[src/block_pattern_seq_extractor_macros.svh]
// ----------------------------------------------------------------------------
// Block pattern sequence extractor: assertion macros
// Concurrent assertion wrappers that vanish when SYNTHESIS is defined.
// ----------------------------------------------------------------------------
`ifndef BLOCK_PATTERN_SEQ_EXTRACTOR_MACROS_SVH
`define BLOCK_PATTERN_SEQ_EXTRACTOR_MACROS_SVH
`ifndef SYNTHESIS
// Same-cycle implication, checked outside reset.
`define BPSE_ASSERT_IMPL(name, clk, rst_n, ante, cons) \
    name: assert property (@(posedge clk) disable iff (!rst_n) (ante) |-> (cons)) \
        else $error("assertion failed");
// Next-cycle implication, checked outside reset.
`define BPSE_ASSERT_NEXT(name, clk, rst_n, ante, cons) \
    name: assert property (@(posedge clk) disable iff (!rst_n) (ante) |=> (cons)) \
        else $error("assertion failed");
`else
`define BPSE_ASSERT_IMPL(name, clk, rst_n, ante, cons)
`define BPSE_ASSERT_NEXT(name, clk, rst_n, ante, cons)
`endif
`endif

[src/bpse_pkg.sv]
`timescale 1ns / 1ps
`default_nettype none
// ----------------------------------------------------------------------------
// Block pattern sequence extractor: package
// Sizes, register indexes and beat types shared by all modules of the block.
// ----------------------------------------------------------------------------
package bpse_pkg;

    // Block geometry and pattern layout.
    localparam int BLOCK_BYTES   = 4 * 1024;
    localparam int PATTERN_BYTES = 16;
    localparam int SEQ_BYTES     = 8;
    localparam int WIN_DEPTH     = PATTERN_BYTES - 1;

    localparam int POS_W    = $clog2(BLOCK_BYTES);
    localparam int CAP_W    = $clog2(SEQ_BYTES + 1);
    localparam int LANE_W   = $clog2(SEQ_BYTES);
    localparam int OFFSET_W = 48;
    localparam int SEQ_W    = 8 * SEQ_BYTES;
    localparam int WORD_W   = 64;

    // Result queue between the scanner and the output stage.
    localparam int FIFO_DEPTH = 2;
    localparam int FIFO_PTR_W = (FIFO_DEPTH > 1) ? $clog2(FIFO_DEPTH) : 1;
    localparam int FIFO_CNT_W = $clog2(FIFO_DEPTH + 1);

    // Configuration register indexes.
    localparam int CFG_IDX_W = 2;
    localparam logic [CFG_IDX_W-1:0] CFG_PATTERN_LOW  = 2'd0;
    localparam logic [CFG_IDX_W-1:0] CFG_PATTERN_HIGH = 2'd1;
    localparam logic [CFG_IDX_W-1:0] CFG_BASE_OFFSET  = 2'd2;

    typedef struct packed {
        logic [7:0] data_byte;
        logic       range_start;
    } in_t;

    typedef struct packed {
        logic [OFFSET_W-1:0] block_offset;
        logic [SEQ_W-1:0]    sequence_res;
    } out_t;

    // One finished block: offset relative to the range base offset, and its sequence.
    typedef struct packed {
        logic [OFFSET_W-1:0] rel_offset;
        logic [SEQ_W-1:0]    sequence_val;
    } blk_res_t;

    // Queue status seen by both sides.
    typedef struct packed {
        logic full;
        logic empty;
    } fifo_status_t;

endpackage

`default_nettype wire

[src/bpse_front.sv]
`timescale 1ns / 1ps
`default_nettype none
// ----------------------------------------------------------------------------
// Block pattern sequence extractor: scanner
// Takes one byte per beat, tracks the block position, compares the last
// sixteen bytes with the pattern and captures the eight bytes after the
// first match of each block. Finished blocks with a full capture are pushed
// into the result queue.
// ----------------------------------------------------------------------------
module bpse_front (
    input  wire                                   aclk,
    input  wire                                   aresetn,
    input  wire                                   s_valid,
    output logic                                  s_ready,
    input  bpse_pkg::in_t                         s_data,
    input  wire  [bpse_pkg::WORD_W-1:0]           pattern_low,
    input  wire  [bpse_pkg::WORD_W-1:0]           pattern_high,
    input  bpse_pkg::fifo_status_t                fifo_status,
    output logic                                  push_valid,
    output bpse_pkg::blk_res_t                    push_data
);
    import bpse_pkg::*;

    localparam logic [POS_W-1:0]    WIN_POS    = POS_W'(WIN_DEPTH);
    localparam logic [POS_W-1:0]    BLOCK_LAST = POS_W'(BLOCK_BYTES - 1);
    localparam logic [CAP_W-1:0]    CAP_FULL   = CAP_W'(SEQ_BYTES);
    localparam logic [OFFSET_W-1:0] BLOCK_STEP = OFFSET_W'(BLOCK_BYTES);

    logic [7:0]          window_reg [WIN_DEPTH];
    logic [POS_W-1:0]    pos_reg;
    logic                matched_reg;
    logic [CAP_W-1:0]    cap_reg;
    logic [SEQ_W-1:0]    acc_reg;
    logic [OFFSET_W-1:0] base_reg;

    logic                 accept;
    logic [POS_W-1:0]     pos_eff;
    logic                 matched_eff;
    logic [CAP_W-1:0]     cap_eff;
    logic [OFFSET_W-1:0]  base_eff;
    logic                 matched_next;
    logic [CAP_W-1:0]     cap_next;
    logic [SEQ_W-1:0]     acc_next;
    logic                 hit;
    logic                 block_end;
    logic [8*PATTERN_BYTES-1:0] pattern;

    assign s_ready = !fifo_status.full;
    assign accept  = s_valid && s_ready;
    assign pattern = {pattern_high, pattern_low};

    // A range start drops the partial block and the block count.
    always_comb begin
        pos_eff     = s_data.range_start ? '0 : pos_reg;
        matched_eff = s_data.range_start ? 1'b0 : matched_reg;
        cap_eff     = s_data.range_start ? '0 : cap_reg;
        base_eff    = s_data.range_start ? '0 : base_reg;
    end

    // Sixteen byte compares: window holds pattern bytes 0..14, the new byte is 15.
    always_comb begin
        hit = (s_data.data_byte == pattern[8*WIN_DEPTH +: 8]);
        for (int k = 0; k < WIN_DEPTH; k++) begin
            if (window_reg[k] != pattern[8*k +: 8]) begin
                hit = 1'b0;
            end
        end
    end

    // Match detection and sequence capture for this byte.
    always_comb begin
        matched_next = matched_eff;
        cap_next     = cap_eff;
        acc_next     = acc_reg;
        if (matched_eff) begin
            if (cap_eff < CAP_FULL) begin
                acc_next[8*cap_eff[LANE_W-1:0] +: 8] = s_data.data_byte;
                cap_next = cap_eff + 1'b1;
            end
        end else if (pos_eff >= WIN_POS && hit) begin
            matched_next = 1'b1;
        end
    end

    assign block_end = (pos_eff == BLOCK_LAST);

    // A block that ends with a complete capture yields one result.
    assign push_valid             = accept && block_end && matched_next && (cap_next == CAP_FULL);
    assign push_data.rel_offset   = base_eff;
    assign push_data.sequence_val = acc_next;

    // Block state.
    always_ff @(posedge aclk) begin
        if (!aresetn) begin
            pos_reg     <= '0;
            matched_reg <= 1'b0;
            cap_reg     <= '0;
            base_reg    <= '0;
        end else if (accept) begin
            if (block_end) begin
                pos_reg     <= '0;
                matched_reg <= 1'b0;
                cap_reg     <= '0;
                base_reg    <= base_eff + BLOCK_STEP;
            end else begin
                pos_reg     <= pos_eff + 1'b1;
                matched_reg <= matched_next;
                cap_reg     <= cap_next;
                base_reg    <= base_eff;
            end
        end
    end

    // Byte window and capture register; only lanes written in this block are read.
    always_ff @(posedge aclk) begin
        if (accept) begin
            for (int i = 0; i < WIN_DEPTH - 1; i++) begin
                window_reg[i] <= window_reg[i+1];
            end
            window_reg[WIN_DEPTH-1] <= s_data.data_byte;
            acc_reg                 <= acc_next;
        end
    end

endmodule

`default_nettype wire

[src/bpse_fifo.sv]
`timescale 1ns / 1ps
`default_nettype none
// ----------------------------------------------------------------------------
// Block pattern sequence extractor: result queue
// Short queue of finished block results between the scanner and the output
// stage, so that either side can stall on its own.
// ----------------------------------------------------------------------------
module bpse_fifo (
    input  wire                    aclk,
    input  wire                    aresetn,
    input  wire                    push_valid,
    input  bpse_pkg::blk_res_t     push_data,
    input  wire                    pop,
    output bpse_pkg::blk_res_t     pop_data,
    output bpse_pkg::fifo_status_t status
);
    import bpse_pkg::*;

    localparam logic [FIFO_PTR_W-1:0] PTR_LAST = FIFO_PTR_W'(FIFO_DEPTH - 1);
    localparam logic [FIFO_CNT_W-1:0] CNT_FULL = FIFO_CNT_W'(FIFO_DEPTH);

    blk_res_t              entry_reg [FIFO_DEPTH];
    logic [FIFO_PTR_W-1:0] wr_ptr_reg;
    logic [FIFO_PTR_W-1:0] rd_ptr_reg;
    logic [FIFO_CNT_W-1:0] count_reg;

    logic do_push;
    logic do_pop;

    assign status.full  = (count_reg == CNT_FULL);
    assign status.empty = (count_reg == '0);
    assign do_push      = push_valid && !status.full;
    assign do_pop       = pop && !status.empty;
    assign pop_data     = entry_reg[rd_ptr_reg];

    // Pointers and fill count.
    always_ff @(posedge aclk) begin
        if (!aresetn) begin
            wr_ptr_reg <= '0;
            rd_ptr_reg <= '0;
            count_reg  <= '0;
        end else begin
            if (do_push) begin
                wr_ptr_reg <= (wr_ptr_reg == PTR_LAST) ? '0 : wr_ptr_reg + 1'b1;
            end
            if (do_pop) begin
                rd_ptr_reg <= (rd_ptr_reg == PTR_LAST) ? '0 : rd_ptr_reg + 1'b1;
            end
            if (do_push && !do_pop) begin
                count_reg <= count_reg + 1'b1;
            end else if (do_pop && !do_push) begin
                count_reg <= count_reg - 1'b1;
            end
        end
    end

    // Entry storage.
    always_ff @(posedge aclk) begin
        if (do_push) begin
            entry_reg[wr_ptr_reg] <= push_data;
        end
    end

endmodule

`default_nettype wire

[src/bpse_back.sv]
`timescale 1ns / 1ps
`default_nettype none
// ----------------------------------------------------------------------------
// Block pattern sequence extractor: output stage
// Pops a finished block from the queue, adds the range base offset and holds
// the result beat in the output register until it is taken.
// ----------------------------------------------------------------------------
module bpse_back (
    input  wire                              aclk,
    input  wire                              aresetn,
    input  bpse_pkg::fifo_status_t           fifo_status,
    input  bpse_pkg::blk_res_t               pop_data,
    output logic                             pop,
    input  wire  [bpse_pkg::OFFSET_W-1:0]    base_offset,
    output logic                             m_valid,
    input  wire                              m_ready,
    output bpse_pkg::out_t                   m_data
);
    import bpse_pkg::*;

    logic m_valid_reg;
    out_t m_data_reg;

    assign pop     = !fifo_status.empty && (!m_valid_reg || m_ready);
    assign m_valid = m_valid_reg;
    assign m_data  = m_data_reg;

    // Output valid flag.
    always_ff @(posedge aclk) begin
        if (!aresetn) begin
            m_valid_reg <= 1'b0;
        end else if (pop) begin
            m_valid_reg <= 1'b1;
        end else if (m_ready) begin
            m_valid_reg <= 1'b0;
        end
    end

    // Result payload; the offset sum wraps at 48 bits.
    always_ff @(posedge aclk) begin
        if (pop) begin
            m_data_reg.block_offset <= base_offset + pop_data.rel_offset;
            m_data_reg.sequence_res <= pop_data.sequence_val;
        end
    end

endmodule

`default_nettype wire

[src/block_pattern_seq_extractor.sv]
`timescale 1ns / 1ps
`default_nettype none
// Takes one byte per clock cycle with no gaps of its own while the result
// queue has room: s_ready falls only when both result queue entries still
// hold untaken results. The result of a block is written into the result
// queue at the edge that accepts the block's last byte; the output register
// loads it when it is popped, which waits while the output holds an untaken
// result or older results are queued ahead of it. No clearing pass follows
// reset.
// ----------------------------------------------------------------------------
// Block pattern sequence extractor: top level
// Scans a byte stream in fixed blocks for a sixteen-byte pattern and reports
// the block offset and the eight-byte little-endian sequence that follows the
// first match of each block whose sequence is complete within the block.
// ----------------------------------------------------------------------------
`include "block_pattern_seq_extractor_macros.svh"

module block_pattern_seq_extractor (
    input  wire                              aclk,
    input  wire                              aresetn,
    // Configuration writes
    input  wire                              cfg_valid,
    output logic                             cfg_ready,
    input  wire  [bpse_pkg::CFG_IDX_W-1:0]   cfg_index,
    input  wire  [bpse_pkg::WORD_W-1:0]      cfg_data,
    // Byte stream
    input  wire                              s_valid,
    output logic                             s_ready,
    input  bpse_pkg::in_t                    s_data,
    // Results
    output logic                             m_valid,
    input  wire                              m_ready,
    output bpse_pkg::out_t                   m_data
);
    import bpse_pkg::*;

    logic [WORD_W-1:0]   pattern_low_reg;
    logic [WORD_W-1:0]   pattern_high_reg;
    logic [OFFSET_W-1:0] base_offset_reg;

    logic         push_valid;
    blk_res_t     push_data;
    logic         pop;
    blk_res_t     pop_data;
    fifo_status_t fifo_status;

    assign cfg_ready = 1'b1;

    // Configuration registers.
    always_ff @(posedge aclk) begin
        if (!aresetn) begin
            pattern_low_reg  <= '0;
            pattern_high_reg <= '0;
            base_offset_reg  <= '0;
        end else if (cfg_valid) begin
            unique case (cfg_index)
                CFG_PATTERN_LOW:  pattern_low_reg  <= cfg_data;
                CFG_PATTERN_HIGH: pattern_high_reg <= cfg_data;
                CFG_BASE_OFFSET:  base_offset_reg  <= cfg_data[OFFSET_W-1:0];
                default: ;
            endcase
        end
    end

    bpse_front u_front (
        .aclk         (aclk),
        .aresetn      (aresetn),
        .s_valid      (s_valid),
        .s_ready      (s_ready),
        .s_data       (s_data),
        .pattern_low  (pattern_low_reg),
        .pattern_high (pattern_high_reg),
        .fifo_status  (fifo_status),
        .push_valid   (push_valid),
        .push_data    (push_data)
    );

    bpse_fifo u_fifo (
        .aclk       (aclk),
        .aresetn    (aresetn),
        .push_valid (push_valid),
        .push_data  (push_data),
        .pop        (pop),
        .pop_data   (pop_data),
        .status     (fifo_status)
    );

    bpse_back u_back (
        .aclk         (aclk),
        .aresetn      (aresetn),
        .fifo_status  (fifo_status),
        .pop_data     (pop_data),
        .pop          (pop),
        .base_offset  (base_offset_reg),
        .m_valid      (m_valid),
        .m_ready      (m_ready),
        .m_data       (m_data)
    );

    // A result is never pushed into a full queue, and a pop always finds one.
    `BPSE_ASSERT_IMPL(a_no_push_when_full, aclk, aresetn, push_valid, !fifo_status.full)
    `BPSE_ASSERT_IMPL(a_no_pop_when_empty, aclk, aresetn, pop, !fifo_status.empty)
    // A pop loads the output register.
    `BPSE_ASSERT_NEXT(a_pop_loads_output, aclk, aresetn, pop, m_valid)

endmodule

`default_nettype wire

[config.mk]
export PLATFORM = sky130hd
export DESIGN_NAME = block_pattern_seq_extractor
export DESIGN_NICKNAME = d
export VERILOG_FILES = /design/src/bpse_pkg.sv /design/src/bpse_front.sv /design/src/bpse_fifo.sv /design/src/bpse_back.sv /design/src/block_pattern_seq_extractor.sv
export VERILOG_INCLUDE_DIRS = /design/src /design/src/src
export SDC_FILE = /design/constraint.sdc
export NUM_CORES = 1
export LEC_CHECK = 0
export BUFFER_PORTS_ARGS = -buffer_cell sky130_fd_sc_hd__buf_2
export CAP_MARGIN = 20
export CORE_ASPECT_RATIO = 0.5
export CORE_MARGIN = 1
export CORE_UTILIZATION = 40
export DETAILED_ROUTE_END_ITERATION = 8
export GPL_TIMING_DRIVEN = 0
export PLACE_DENSITY = 0.59
export SETUP_SLACK_MARGIN = 0.5
export SKIP_LAST_GASP = 1
export SYNTH_ARGS = -nofsm -noshare
export SYNTH_HDL_FRONTEND = slang
export SYNTH_SLANG_ARGS = --single-unit
[constraint.sdc]
create_clock -name aclk -period 35.8 [get_ports aclk]
set_input_delay 3.58 -clock aclk [delete_from_list [all_inputs] [get_ports aclk]]
set_output_delay 3.58 -clock aclk [all_outputs]
set_load 0.05 [all_outputs]
Word level (Yosys, flattened, before mapping)
Memory sizes are Yosys's and may differ from the RTL's. A register that Yosys moved wholly into a read port is not among the register bits.
Index checks and enable logic that the tools add are counted.
{"block": "word_totals", "ff_bits": 422, "ram_bits": 344, "inputBits": 80, "out_inout_bits": 115, "elab_cells": 115, "memories": 2}
{"name": "u_fifo.entry_reg", "words": 2, "word_bits": 112, "read_ports": 1, "rd_clocked_by_memory_dff": 1, "wr": 1, "line_no": "bpse_fifo.sv:22", "rtl": "blk_res_t entry_reg [FIFO_DEPTH];"}
{"name": "u_front.window_reg", "words": 15, "word_bits": 8, "read_ports": 15, "rd_clocked_by_memory_dff": 0, "wr": 15, "line_no": "bpse_front.sv:29", "rtl": "logic [7:0] window_reg [WIN_DEPTH];"}
{"block": "classes", "add_sub_neg": 9, "n_lt_le_gt_ge": 2, "eq_ne": 21, "n_shift": 2, "mux": 42, "n_reduce_logical": 23}
{"op": "2-to-1 mux 64 bit", "count": 2}
{"op": "inequality test 8 bit", "count": 15}
{"op": "2-to-1 mux 48 bit", "count": 2}
{"op": "bitwise mux 64 bit", "count": 1}
{"op": "variable shift 8 x 34 -> 64 bit, first input constant", "count": 1}
{"op": "indexed part select 8 x 34 -> 64 bit", "count": 1}
{"op": "adder 48 x 13 -> 48 bit, second input constant", "count": 1}
{"op": "adder 48 bit", "count": 1}
{"op": "negation 6 -> 34 bit", "count": 1}
{"op": "2-to-1 mux 1 bit", "count": 29}
{"op": "2-to-1 mux 12 bit", "count": 2}
{"op": "2-to-1 mux 4 bit", "count": 4}
{"op": "adder 12 x 1 -> 12 bit, second input constant", "count": 1}
{"op": "equality test 12 bit, second input constant", "count": 1}
{"op": "greater-or-equal comparator 12 x 4 -> 1 bit, second input constant", "count": 1}
{"op": "logical AND 1 bit", "count": 10}
{"op": "equality test 8 bit", "count": 1}
{"op": "AND reduction 2 bit", "count": 3}
{"op": "zero test 1 bit", "count": 5}
{"op": "adder 4 x 1 -> 4 bit, second input constant", "count": 1}
{"op": "equality test 2 bit, second input constant", "count": 2}
{"op": "equality test 4 bit, second input constant", "count": 1}
{"op": "zero test 2 bit", "count": 2}
{"op": "less-than comparator 4 bit, second input constant", "count": 1}
{"op": "other kinds (7)", "count": 10}

Longest topological paths before layout
Gate-level depths: netlist of the first run.
An unclocked memory read counts as a cell.
{"block": "logic_depth", "word_depth": 27, "depth_mapped": 16, "mapped_depth_nobuf": 12}

Modules after synthesis
From an unflattened synthesis of the first run, not the netlist that was laid out.
{"block": "unflattened", "cells_unflattened": 2501, "area_unflattened_um2": 32418.6}
{"module": "bpse_front", "n_inst": 1, "cells_per_inst": 959, "area_each_um2": 11345.9, "seq_area_each_um2": 6826.5}
{"module": "bpse_fifo", "n_inst": 1, "cells_per_inst": 373, "area_each_um2": 8311.7, "seq_area_each_um2": 6826.5}
{"module": "block_pattern_seq_extractor", "n_inst": 1, "cells_per_inst": 643, "area_each_um2": 6522.5, "seq_area_each_um2": 3523.4}
{"module": "bpse_back", "n_inst": 1, "cells_per_inst": 526, "area_each_um2": 6238.5, "seq_area_each_um2": 3383.2}

Worst setup path after synthesis of the first run
OpenSTA, ideal clock, no wires.
{"block": "synth_timing", "path_kind": "input to register", "startpoint": "in s_data[0] (netlist name)", "endpoint": "reg u_fifo.wr_ptr_reg", "setup_time_ns": 0.106, "t_arrival_ns": 17.129, "required_ns": 35.694, "slack_ns": 18.565, "stages": 13, "n_path_buf": 5, "path_cell_list": "buf_2 buf_2 buf_1 clkbuf_1 clkbuf_1 nor2b_1 ha_1 and4b_1 and4_1 and3_1 nand2_1 nor4_1 o21a_1"}
{"block": "synth_via", "elab_chain_cells": 8, "elab_cells_between_ends": 17, "classes_between": "1 x add/sub; 2 x order compare; 2 x eq/ne; 7 x mux; 5 x reduce/logical"}
{"item": "from (decl)", "line_no": "block_pattern_seq_extractor.sv:29", "rtl": "input bpse_pkg::in_t s_data,"}
{"item": "2-to-1 mux 12 bit", "line_no": "bpse_front.sv:54", "rtl": "pos_eff = s_data.range_start ? '0 : pos_reg;"}
{"item": "greater-or-equal comparator 12 x 4 -> 1 bit", "line_no": "bpse_front.sv:80", "rtl": "end else if (pos_eff >= WIN_POS && hit) begin"}
{"item": "logical AND 1 bit", "line_no": "bpse_front.sv:80"}
{"item": "2-to-1 mux 1 bit", "line_no": "bpse_front.sv:80"}
{"item": "2-to-1 mux 1 bit", "line_no": "bpse_front.sv:75", "rtl": "if (matched_eff) begin"}
{"item": "logical AND 1 bit", "line_no": "bpse_front.sv:88", "rtl": "assign push_valid = accept && block_end && matched_next && (cap_next == CAP_FULL);"}
{"item": "logical AND 1 bit (*)", "line_no": "bpse_front.sv:88"}
{"item": "logical AND 1 bit (*)", "line_no": "bpse_fifo.sv:32", "rtl": "assign do_push = push_valid && !status.full;"}
{"item": "to (signal assigned)", "line_no": "bpse_fifo.sv:44", "rtl": "wr_ptr_reg <= (wr_ptr_reg == PTR_LAST) ? '0 : wr_ptr_reg + 1'b1;"}
{"item": "to (decl)", "line_no": "bpse_fifo.sv:23", "rtl": "logic [FIFO_PTR_W-1:0] wr_ptr_reg;"}
Mark *: on every way between the ends. The rest lies on a longest branch, timed or not.
A chain may end at the register's enable or synchronous reset.

Final worst setup path of the first run
{"block": "layout_timing", "startpoint": "in s_data[0] (netlist name)", "endpoint": "mem u_fifo.entry_reg[0][6] (netlist name), enable pin"}
{"block": "layout_via", "elab_chain_cells": 10, "elab_cells_between_ends": 19, "classes_between": "1 x add/sub; 2 x order compare; 2 x eq/ne; 9 x mux; 5 x reduce/logical"}
{"item": "2-to-1 mux 12 bit", "line_no": "bpse_front.sv:54"}
{"item": "greater-or-equal comparator 12 x 4 -> 1 bit", "line_no": "bpse_front.sv:80"}
{"item": "logical AND 1 bit", "line_no": "bpse_front.sv:80"}
{"item": "2-to-1 mux 1 bit", "line_no": "bpse_front.sv:80"}
{"item": "2-to-1 mux 1 bit", "line_no": "bpse_front.sv:75"}
{"item": "logical AND 1 bit", "line_no": "bpse_front.sv:88"}
{"item": "logical AND 1 bit (*)", "line_no": "bpse_front.sv:88"}
{"item": "logical AND 1 bit (*)", "line_no": "bpse_fifo.sv:32"}
{"item": "2-to-1 mux 1 bit (*)", "line_no": "bpse_fifo.sv:59", "rtl": "if (do_push) begin"}
{"item": "2-to-1 mux 1 bit (implied by the code) (*)", "line_no": "bpse_fifo.sv:60", "rtl": "entry_reg[wr_ptr_reg] <= push_data;"}
{"item": "to (decl)", "line_no": "bpse_fifo.sv:22"}
Marked as above.

==> results of run 1 <==
-- cell usage after synthesis, types with 12 or more instances --
cell | count | area (um2)
and2_1 | 41 | 257
edfxtp_1 | 520 | 15600
nand4_1 | 23 | 144
a21o_1 | 28 | 210
and3_1 | 36 | 225
nor4_1 | 41 | 257
a21boi_0 | 189 | 1420
xnor2_1 | 38 | 333
nand3_1 | 39 | 195
mux2_2 | 126 | 1420
nor3_1 | 25 | 125
dfxtp_1 | 247 | 4940
nor2b_1 | 68 | 425
ha_1 | 56 | 701
nand2_1 | 518 | 1940
inv_1 | 25 | 93.8
xor2_1 | 155 | 1360
a21oi_1 | 66 | 330
nor2_1 | 57 | 214
a31oi_1 | 12 | 75.1
clkbuf_1 | 108 | 405
o21ai_0 | 99 | 495
-- area by class of cell --
type	count	area (um2)
Buffer	123	474
Clock buffer	99	1920
Multi-Input combinational cell	1750	11300
Timing Repair Buffer	220	1360
Inverter	26	97.6
Fill cell	7393	42400
Clock inverter	33	363
Sequential cell	767	20600
Tap cell	1087	1360
-- cell families (layout without fill, tap and decap cells) --
group / after synthesis / in the layout / synth area share
buf+inv: 149 / 501 / 0.0175
compound gates: 462 / 462 / 0.0955
mux: 130 / 130 / 0.0450
xor+xnor: 193 / 193 / 0.0522
simple gates: 907 / 907 / 0.133
other cells: 1 / 1 / 0.000116
fa+ha+maj: 57 / 57 / 0.0223
flops: 767 / 767 / 0.635
-- power by group --
group	internal [mW]	switching, mW	total, mW
logic	0.114	0.278	0.393
clock network	0.412	0.349	0.761
registers	1.04	0.0393	1.08
-- worst reg2reg max path, cell delays in order (launching register included) --
cell	delay, ns
dfxtp_1	0.55
clkbuf_1	0.83
buf_1	0.74
mux2i_1	0.54
inv_1	0.10
ha_1	0.28
a21oi_1	0.21
nor2_1	0.13
o211ai_1	0.28
a211oi_1	0.18
nor4_1	0.59
nor3_1	0.30
or4_1	0.53
nand3_1	0.09
-- routing by layer --
metal	vias to the layer above	global-route usage	share of wire	routed length, um
li1	10150	-	-	-
met1	10513	0.309	0.47	41400
met2	608	0.331	0.45	39800
met3	106	0.0368	0.058	5140
met4	0	0.0557	0.021	1870
met5	-	0	0	0
-- worst min path at each step --
| stage | from | to | slack, ns | cells after the start |
|---|---|---|---|---|
| after floorplan | u_front.base_reg[34] | u_front.base_reg[34] | 0.42 | 1 |
| after detailed placement | u_front.window_reg[0][42] | u_front.window_reg[0][34] | 0.45 | 0 |
| final | u_front.window_reg[1][36] | u_front.window_reg[1][28] | 0.46 | 0 |
| after CTS | u_front.window_reg[1][36] | u_front.window_reg[1][28] | 0.46 | 0 |
| after global placement | u_front.window_reg[0][29] | u_front.window_reg[0][21] | 0.45 | 0 |
| after global routing | u_front.window_reg[0][23] | u_front.window_reg[0][15] | 0.48 | 0 |
==> impl_metrics.env, run 1 <==
export IMPL_status="finished, final reports clean"
export IMPL_grt_pass1_vias=20353
export IMPL_die_h_um=203
export IMPL_post_place_ws_ns=26.60
export IMPL_hold_path_class="reg2reg"
export IMPL_cp_common_cell="buf_4"
export IMPL_post_cts_buffers=0
export IMPL_diodes=0
export IMPL_synth_nets=2803
export IMPL_layout_setup_ws_ns=27.27
export IMPL_cp_slowest_cell="clkbuf_1"
export IMPL_dr_pass1_iters=6
export IMPL_syn_area_per_cell_um2=12.1
export IMPL_cts_buffers=71
export IMPL_wl_per_cell_um=21.5
export IMPL_cts_htree_levels=3
export IMPL_drcViolationCount=0
export IMPL_synth_edf_count=520
export IMPL_critical_path_endpoint_type="flop"
export IMPL_fmax_mhz=117
export IMPL_cap_violations=0
export IMPL_tightest_slew_ns=1.05
export IMPL_skew_ns=0.0338
export IMPL_worst_path_buf_inv=12
export IMPL_power_density_nw_per_um2=59.8
export IMPL_cp_depth=19
export IMPL_timing_rr_end="u_back.m_data[101]"
export IMPL_reg2reg_depth=13
export IMPL_areaGrowthSynthToFinish_pct=15.5
export IMPL_gp_congestion=0.893
export IMPL_worst_path_max_fanout=10
export IMPL_async_reset_ff_frac=0
export IMPL_num_io_pins=195
export IMPL_die_area_um2=82200
export IMPL_io_buffers=192
export IMPL_crit_path_start="s_data[0]"
export IMPL_slew_headroom=0.300
export IMPL_synth_warnings=0
export IMPL_cts_tree="built"
export IMPL_hold_slack_ns=0.462
export IMPL_cts_sinks=767
export IMPL_place_area_um2=35100
export IMPL_required_ns=36.21
export IMPL_finalMaxSlewViolations=0
export IMPL_grt_pass1_wl_mm=130
export IMPL_drtIter0Drc=1799
export IMPL_synth_cells=2666
export IMPL_cp_arrival_ns=8.94
export IMPL_antenna_found_initial=2
export IMPL_vias=21377
export IMPL_peakVddDrop_mv=0.0369
export IMPL_dp_cells=3973
export IMPL_grt_usage=0.214
export IMPL_final_common_cell="edfxtp_1"
export IMPL_setup_violations=0
export IMPL_overflow=0
export IMPL_crit_family="buffers and inverters"
export IMPL_post_route_util=0.469
export IMPL_hold_buffers=0
export IMPL_largest_reg_flops=224
export IMPL_final_setup_tns_ns=0
export IMPL_yosysSeqAreaShare=0.635
export IMPL_clk_latency_ns=0.67
export IMPL_ys_ff_latch=767
export IMPL_fin_area_um2=37400
export IMPL_row_count=73
export IMPL_crit_type="in2reg"
export IMPL_place_hpwl_mm=65.0
export IMPL_die_x_um=404
export IMPL_start_kind="input pin"
export IMPL_crit_path_cell_trace="buf_2, buf_2, buf_2, buf_1, clkbuf_1, clkbuf_1, nor2b_1, ha_1, and4b_1, nor2_1, nor4_1, a31oi_1, nor4_2, buf_4, buf_4, buf_4, buf_6, buf_4, buf_4"
export IMPL_vias_per_cell=5.21
export IMPL_setup_worst_path_end="u_fifo.entry_reg[0][6]"
export IMPL_layout_cells_non_filler=4105
export IMPL_r2r_slack_ns=30.33
export IMPL_initial_core_util=0.406
export IMPL_clock_path_buffers=3
export IMPL_cts_resized=0
export IMPL_ys_types=74
export IMPL_hold_viol=0
export IMPL_nets=3096
export IMPL_grt_start_max_net_pins=49
export IMPL_drive_gt1_frac=0.157
export IMPL_clock_root_buffer="clkbuf_16"
export IMPL_clk_pin_slew_ns=0.07
export IMPL_power_mw=2.24
export IMPL_core_area_um2=79800
export IMPL_antenna_left=0
export IMPL_final_cell_mix="edfxtp_1 (520), nand2_1 (518), dfxtp_1 (247)"
export IMPL_rsz0062_at_grt="no"
export IMPL_min_period_ns=8.53
export IMPL_syn_cell_area_um2=32400
export IMPL_max_stage_delay_ns=0.73
export IMPL_dominantRegCellSynth="edfxtp_1"
export IMPL_leakage_nw=12.4
export IMPL_routed_wl_mm=88.3
export IMPL_min_period_over_period=0.238
(Power assumes the default switching activity.)
==> run 2: changes to the inputs <==
Settings changed: PLACE_DENSITY 0.59 to 0.61.
Clock period 35.8 ns to 7.4 ns, I/O delays scaled along.
==> impl_metrics.env, run 2 (synthesis results as in run 1) <==
export IMPL_cts_htree_levels=3
export IMPL_clock_path_buffers=3
export IMPL_cts_tree="built"
export IMPL_clock_root_buffer="clkbuf_16"
export IMPL_die_area_um2=82200
export IMPL_pwr_share_comb=0.172
export IMPL_ff_latch_area_um2=20600
export IMPL_intPower_mw=7.62
export IMPL_p_seq_frac=0.481
export IMPL_power_density_nw_per_um2=291
export IMPL_drtIter0Drc=1915
export IMPL_gp_congestion=0.893
export IMPL_initial_core_util=0.406
export IMPL_row_count=73
export IMPL_post_route_util=0.469
export IMPL_grt_usage=0.211
export IMPL_whs_path_depth=3
export IMPL_dr_pass1_iters=6
export IMPL_r2r_slack_ns=1.81
export IMPL_min_period_ns=5.59
export IMPL_hold_viol=0
export IMPL_hp_start="cfg_data[62]"
export IMPL_fill_cells=7334
export IMPL_drive_gt1_frac=0.159
export IMPL_required_ns=7.80
export IMPL_peakVddDrop_mv=0.203
export IMPL_hold_buffers=0
export IMPL_fmax_mhz=179
export IMPL_largest_reg_flops=224
export IMPL_slew_headroom=0.268
export IMPL_cp_arrival_ns=5.99
export IMPL_hold_path_class="in2reg"
export IMPL_core_area_um2=79800
export IMPL_crit_type="reg2reg"
export IMPL_place_area_um2=35000
export IMPL_grt_pass1_wl_mm=129
export IMPL_clk_pin_slew_ns=0.07
export IMPL_vias_per_cell=5.20
export IMPL_die_x_um=404
export IMPL_num_io_pins=195
export IMPL_start_kind="flop"
export IMPL_multi_input_area_um2=11300
export IMPL_cts_sinks=767
export IMPL_p_sw_frac=0.300
export IMPL_die_h_um=203
export IMPL_areaGrowthSynthToFinish_pct=15.6
export IMPL_timing_rr_end="u_back.m_data[105]"
export IMPL_final_setup_tns_ns=0
export IMPL_finalMaxSlewViolations=0
export IMPL_post_cts_buffers=0
export IMPL_vias=21288
export IMPL_reg2reg_depth=13
export IMPL_final_cell_mix="edfxtp_1 (520), nand2_1 (518), dfxtp_1 (247)"
export IMPL_cts_buffers=72
export IMPL_grt_start_max_net_pins=117
export IMPL_nets=3086
export IMPL_rsz0062_at_grt="no"
export IMPL_setup_violations=0
export IMPL_cap_violations=0
export IMPL_io_buffers=192
export IMPL_routed_wl_mm=87.5
export IMPL_wl_per_cell_um=21.4
export IMPL_min_period_over_period=0.756
export IMPL_status="finished, final reports clean"
export IMPL_antenna_left=0
export IMPL_tightest_slew_ns=1.10
export IMPL_min_to="pattern_high_reg[62]"
export IMPL_final_common_cell="edfxtp_1"
export IMPL_layout_cells_non_filler=4097
export IMPL_fin_area_um2=37400
export IMPL_drcViolationCount=0
export IMPL_skew_ns=0.0198
export IMPL_place_hpwl_mm=64.0
export IMPL_grt_pass1_vias=20278
export IMPL_critical_path_endpoint_type="flop"
export IMPL_p_sw_mw=3.26
export IMPL_antenna_found_initial=4
export IMPL_pwr_share_clk=0.346
export IMPL_overflow=0
export IMPL_dp_cells=3961
export IMPL_cts_resized=0
export IMPL_leakage_nw=12.4
export IMPL_worst_path_max_fanout=10
export IMPL_clk_latency_ns=0.66
export IMPL_hold_slack_ns=0.345
## run 2: through the flow
step                power [mW]  setup WS, ns
global placement          7.21         -3.27
global route              11.3          1.46
CTS                       11.0          1.78
floorplan                 6.56         0.544
detailed placement        7.21          1.36
finish                    10.9          1.81
## run 2: worst max-delay path by stage
stage	to	slack, ns	cells past startpoint	start
after global placement	u_fifo.entry_reg[0][70]	-3.27	13	s_data[0]
final	u_back.m_data[105]	1.81	13	flop
after CTS	u_back.m_data[105]	1.78	12	flop
after global routing	u_back.m_data[105]	1.46	13	flop
after detailed placement	u_fifo.entry_reg[1][105]	1.36	15	s_data[0]
after floorplan	u_fifo.entry_reg[0][0]	0.54	12	s_data[0]
## run 2: area by class of cell
class	instances	area share
clock inverters	39	0.00956
plain buffers	123	0.0128
well taps	1087	0.0363
multi-input cells	1750	0.302
clock buffers	95	0.0541
flip-flops and latches	767	0.549
repair buffers	209	0.0337
inverters	26	0.00261
diodes	1	0.0000669
## run 2: power by group through the flow
stage / sequential (mW) / combinational, mW / clock (mW)
6_report: 5.24 / 1.88 / 3.77
5_1_grt: 5.26 / 2.01 / 4.00
4_1_cts: 5.24 / 1.89 / 3.84
3_5_place_dp: 5.33 / 1.88 / 0
3_3_place_gp: 5.48 / 1.73 / 0
2_1_floorplan: 5.69 / 0.873 / 0
## run 2: worst max-delay path: stages (launching register included)
cell and delay [ns]:
dfxtp_1 0.55, clkbuf_1 0.86, buf_1 0.69, mux2i_1 0.58, inv_1 0.09, ha_1 0.29, a21oi_1 0.09, nor2_1 0.30
o211ai_1 0.18, a211oi_1 0.39, nor4_1 0.17, nor3_1 0.76, o2111a_1 0.31, nor3_1 0.05
## run 2: routing by layer
layer  track usage  share of wire
met5             0        0.00015
met2         0.332           0.45
met1         0.298           0.46
met3        0.0361          0.061
met4        0.0664          0.027
==> run 3: changes to the inputs <==
Settings changed: PLACE_DENSITY 0.61 to 0.59.
Clock period 7.4 ns to 5.8 ns, I/O delays scaled along.
==> impl_metrics.env, run 3 (synthesis results as in run 1) <==
export IMPL_cap_violations=0
export IMPL_grt_start_max_net_pins=99
export IMPL_vias_per_cell=5.19
export IMPL_multi_input_area_um2=11300
export IMPL_die_x_um=404
export IMPL_hold_viol=0
export IMPL_drtIter0Drc=2067
export IMPL_power_density_nw_per_um2=371
export IMPL_die_area_um2=82200
export IMPL_place_hpwl_mm=64.4
export IMPL_largest_reg_flops=224
export IMPL_power_mw=13.9
export IMPL_core_area_um2=79800
export IMPL_hold_path_class="in2reg"
export IMPL_clock_root_buffer="clkbuf_16"
export IMPL_ff_latch_area_um2=20600
export IMPL_critical_path_endpoint_type="flop"
export IMPL_dp_cells=3962
export IMPL_cts_tree="built"
export IMPL_place_area_um2=35100
export IMPL_cts_htree_levels=3
export IMPL_final_common_cell="edfxtp_1"
export IMPL_overflow=0
export IMPL_grt_pass1_wl_mm=130
export IMPL_setup_violations=0
export IMPL_required_ns=6.19
export IMPL_die_h_um=203
export IMPL_finalMaxSlewViolations=0
export IMPL_tightest_slew_ns=0.978
export IMPL_cts_sinks=767
export IMPL_peakVddDrop_mv=0.261
export IMPL_clock_path_buffers=3
export IMPL_final_cell_mix="edfxtp_1 (520), nand2_1 (517), dfxtp_1 (247)"
export IMPL_post_place_ws_ns=0.210
export IMPL_areaGrowthSynthToFinish_pct=15.8
export IMPL_slew_headroom=0.348
export IMPL_fin_area_um2=37500
export IMPL_initial_core_util=0.406
export IMPL_io_buffers=192
export IMPL_nets=3086
export IMPL_crit_type="reg2reg"
export IMPL_antenna_found_initial=3
export IMPL_clk_pin_slew_ns=0.07
export IMPL_grt_usage=0.215
export IMPL_min_period_ns=4.88
export IMPL_start_kind="flop"
export IMPL_dr_pass1_iters=5
export IMPL_gp_congestion=0.892
export IMPL_wl_per_cell_um=21.5
export IMPL_post_route_util=0.470
export IMPL_layout_setup_ws_ns=0.922
export IMPL_final_setup_tns_ns=0
export IMPL_routed_wl_mm=88.1
export IMPL_vias=21250
export IMPL_hold_slack_ns=0.187
export IMPL_rsz0062_at_grt="no"
export IMPL_fill_cells=7226
export IMPL_grt_pass1_vias=20514
export IMPL_num_io_pins=195
export IMPL_fmax_mhz=205
export IMPL_cts_buffers=72
export IMPL_skew_ns=0.0293
export IMPL_min_period_over_period=0.841
export IMPL_drive_gt1_frac=0.158
export IMPL_drcViolationCount=0
export IMPL_hold_buffers=0
export IMPL_leakage_nw=12.4
export IMPL_clk_latency_ns=0.66
export IMPL_cp_arrival_ns=5.27
export IMPL_antenna_left=0
export IMPL_status="finished, final reports clean"
export IMPL_row_count=73
export IMPL_layout_cells_non_filler=4095
export IMPL_worst_path_max_fanout=10
run 3: cell types whose count changed in the layout (fill, tap and decap cells not counted), sizes merged:
cell | before | now
buf | 224 | 223
bufinv | 2 | 6
clkbuf | 203 | 207
clkinvlp | 7 | 1
diode | 1 | 2
inv | 31 | 27
run 3: critical path, cell delays in order (launching register included):
cell and delay, ns:
dfxtp_1 0.54, clkbuf_2 0.46, clkbuf_2 0.64, mux2_2 0.41, ha_1 0.37, nand3_1 0.10, nor2_1 0.25, o211ai_1 0.17
a211oi_1 0.36, nor4_1 0.18, nor3_1 0.74, o2111a_1 0.31, nor3_1 0.05
run 3: timing repair:
| item | CTS | global route |
|---|---|---|
| gates resized for setup | 2 | 1 |
| buffers inserted | 0 | 0 |
| setup endpoints to repair | 15 | 4 |
run 3: power by group:
part	leakage, nW	internal, mW	total [mW]	switching (mW)
Combinational	5.47	0.677	2.38	1.71
Sequential	5.80	6.44	6.69	0.244
Clock	1.15	2.70	4.84	2.14
Total	12.4	9.82	13.9	4.09
run 3: layout make-up:
| class | count | area share |
|---|---|---|
| diodes | 2 | 0.000133 |
| plain buffers | 123 | 0.0141 |
| clock buffers | 98 | 0.0528 |
| clock inverters | 33 | 0.0109 |
| inverters | 26 | 0.00260 |
| multi-input cells | 1750 | 0.301 |
| flip-flops and latches | 767 | 0.548 |
| well taps | 1087 | 0.0363 |
| repair buffers | 209 | 0.0337 |
run 3: final timing paths:
path,end,slack [ns],start,cells past startpoint
worst max-delay path,u_back.m_data[105],0.92,flop,12
worst min-delay path,pattern_high_reg[61],0.19,cfg_data[61],3
worst max register to register,u_back.m_data[105],0.92,flop,12
worst min register to register,u_front.window_reg[0][32],0.47,u_front.window_reg[0][40],0
run 3: metal layers:
metal	GRT usage	wire, um	up-vias
met4	0.0699	2580	0
met3	0.0463	5290	138
met2	0.326	39100	554
met5	0	0	-
met1	0.305	41100	10445
li1	-	-	10113
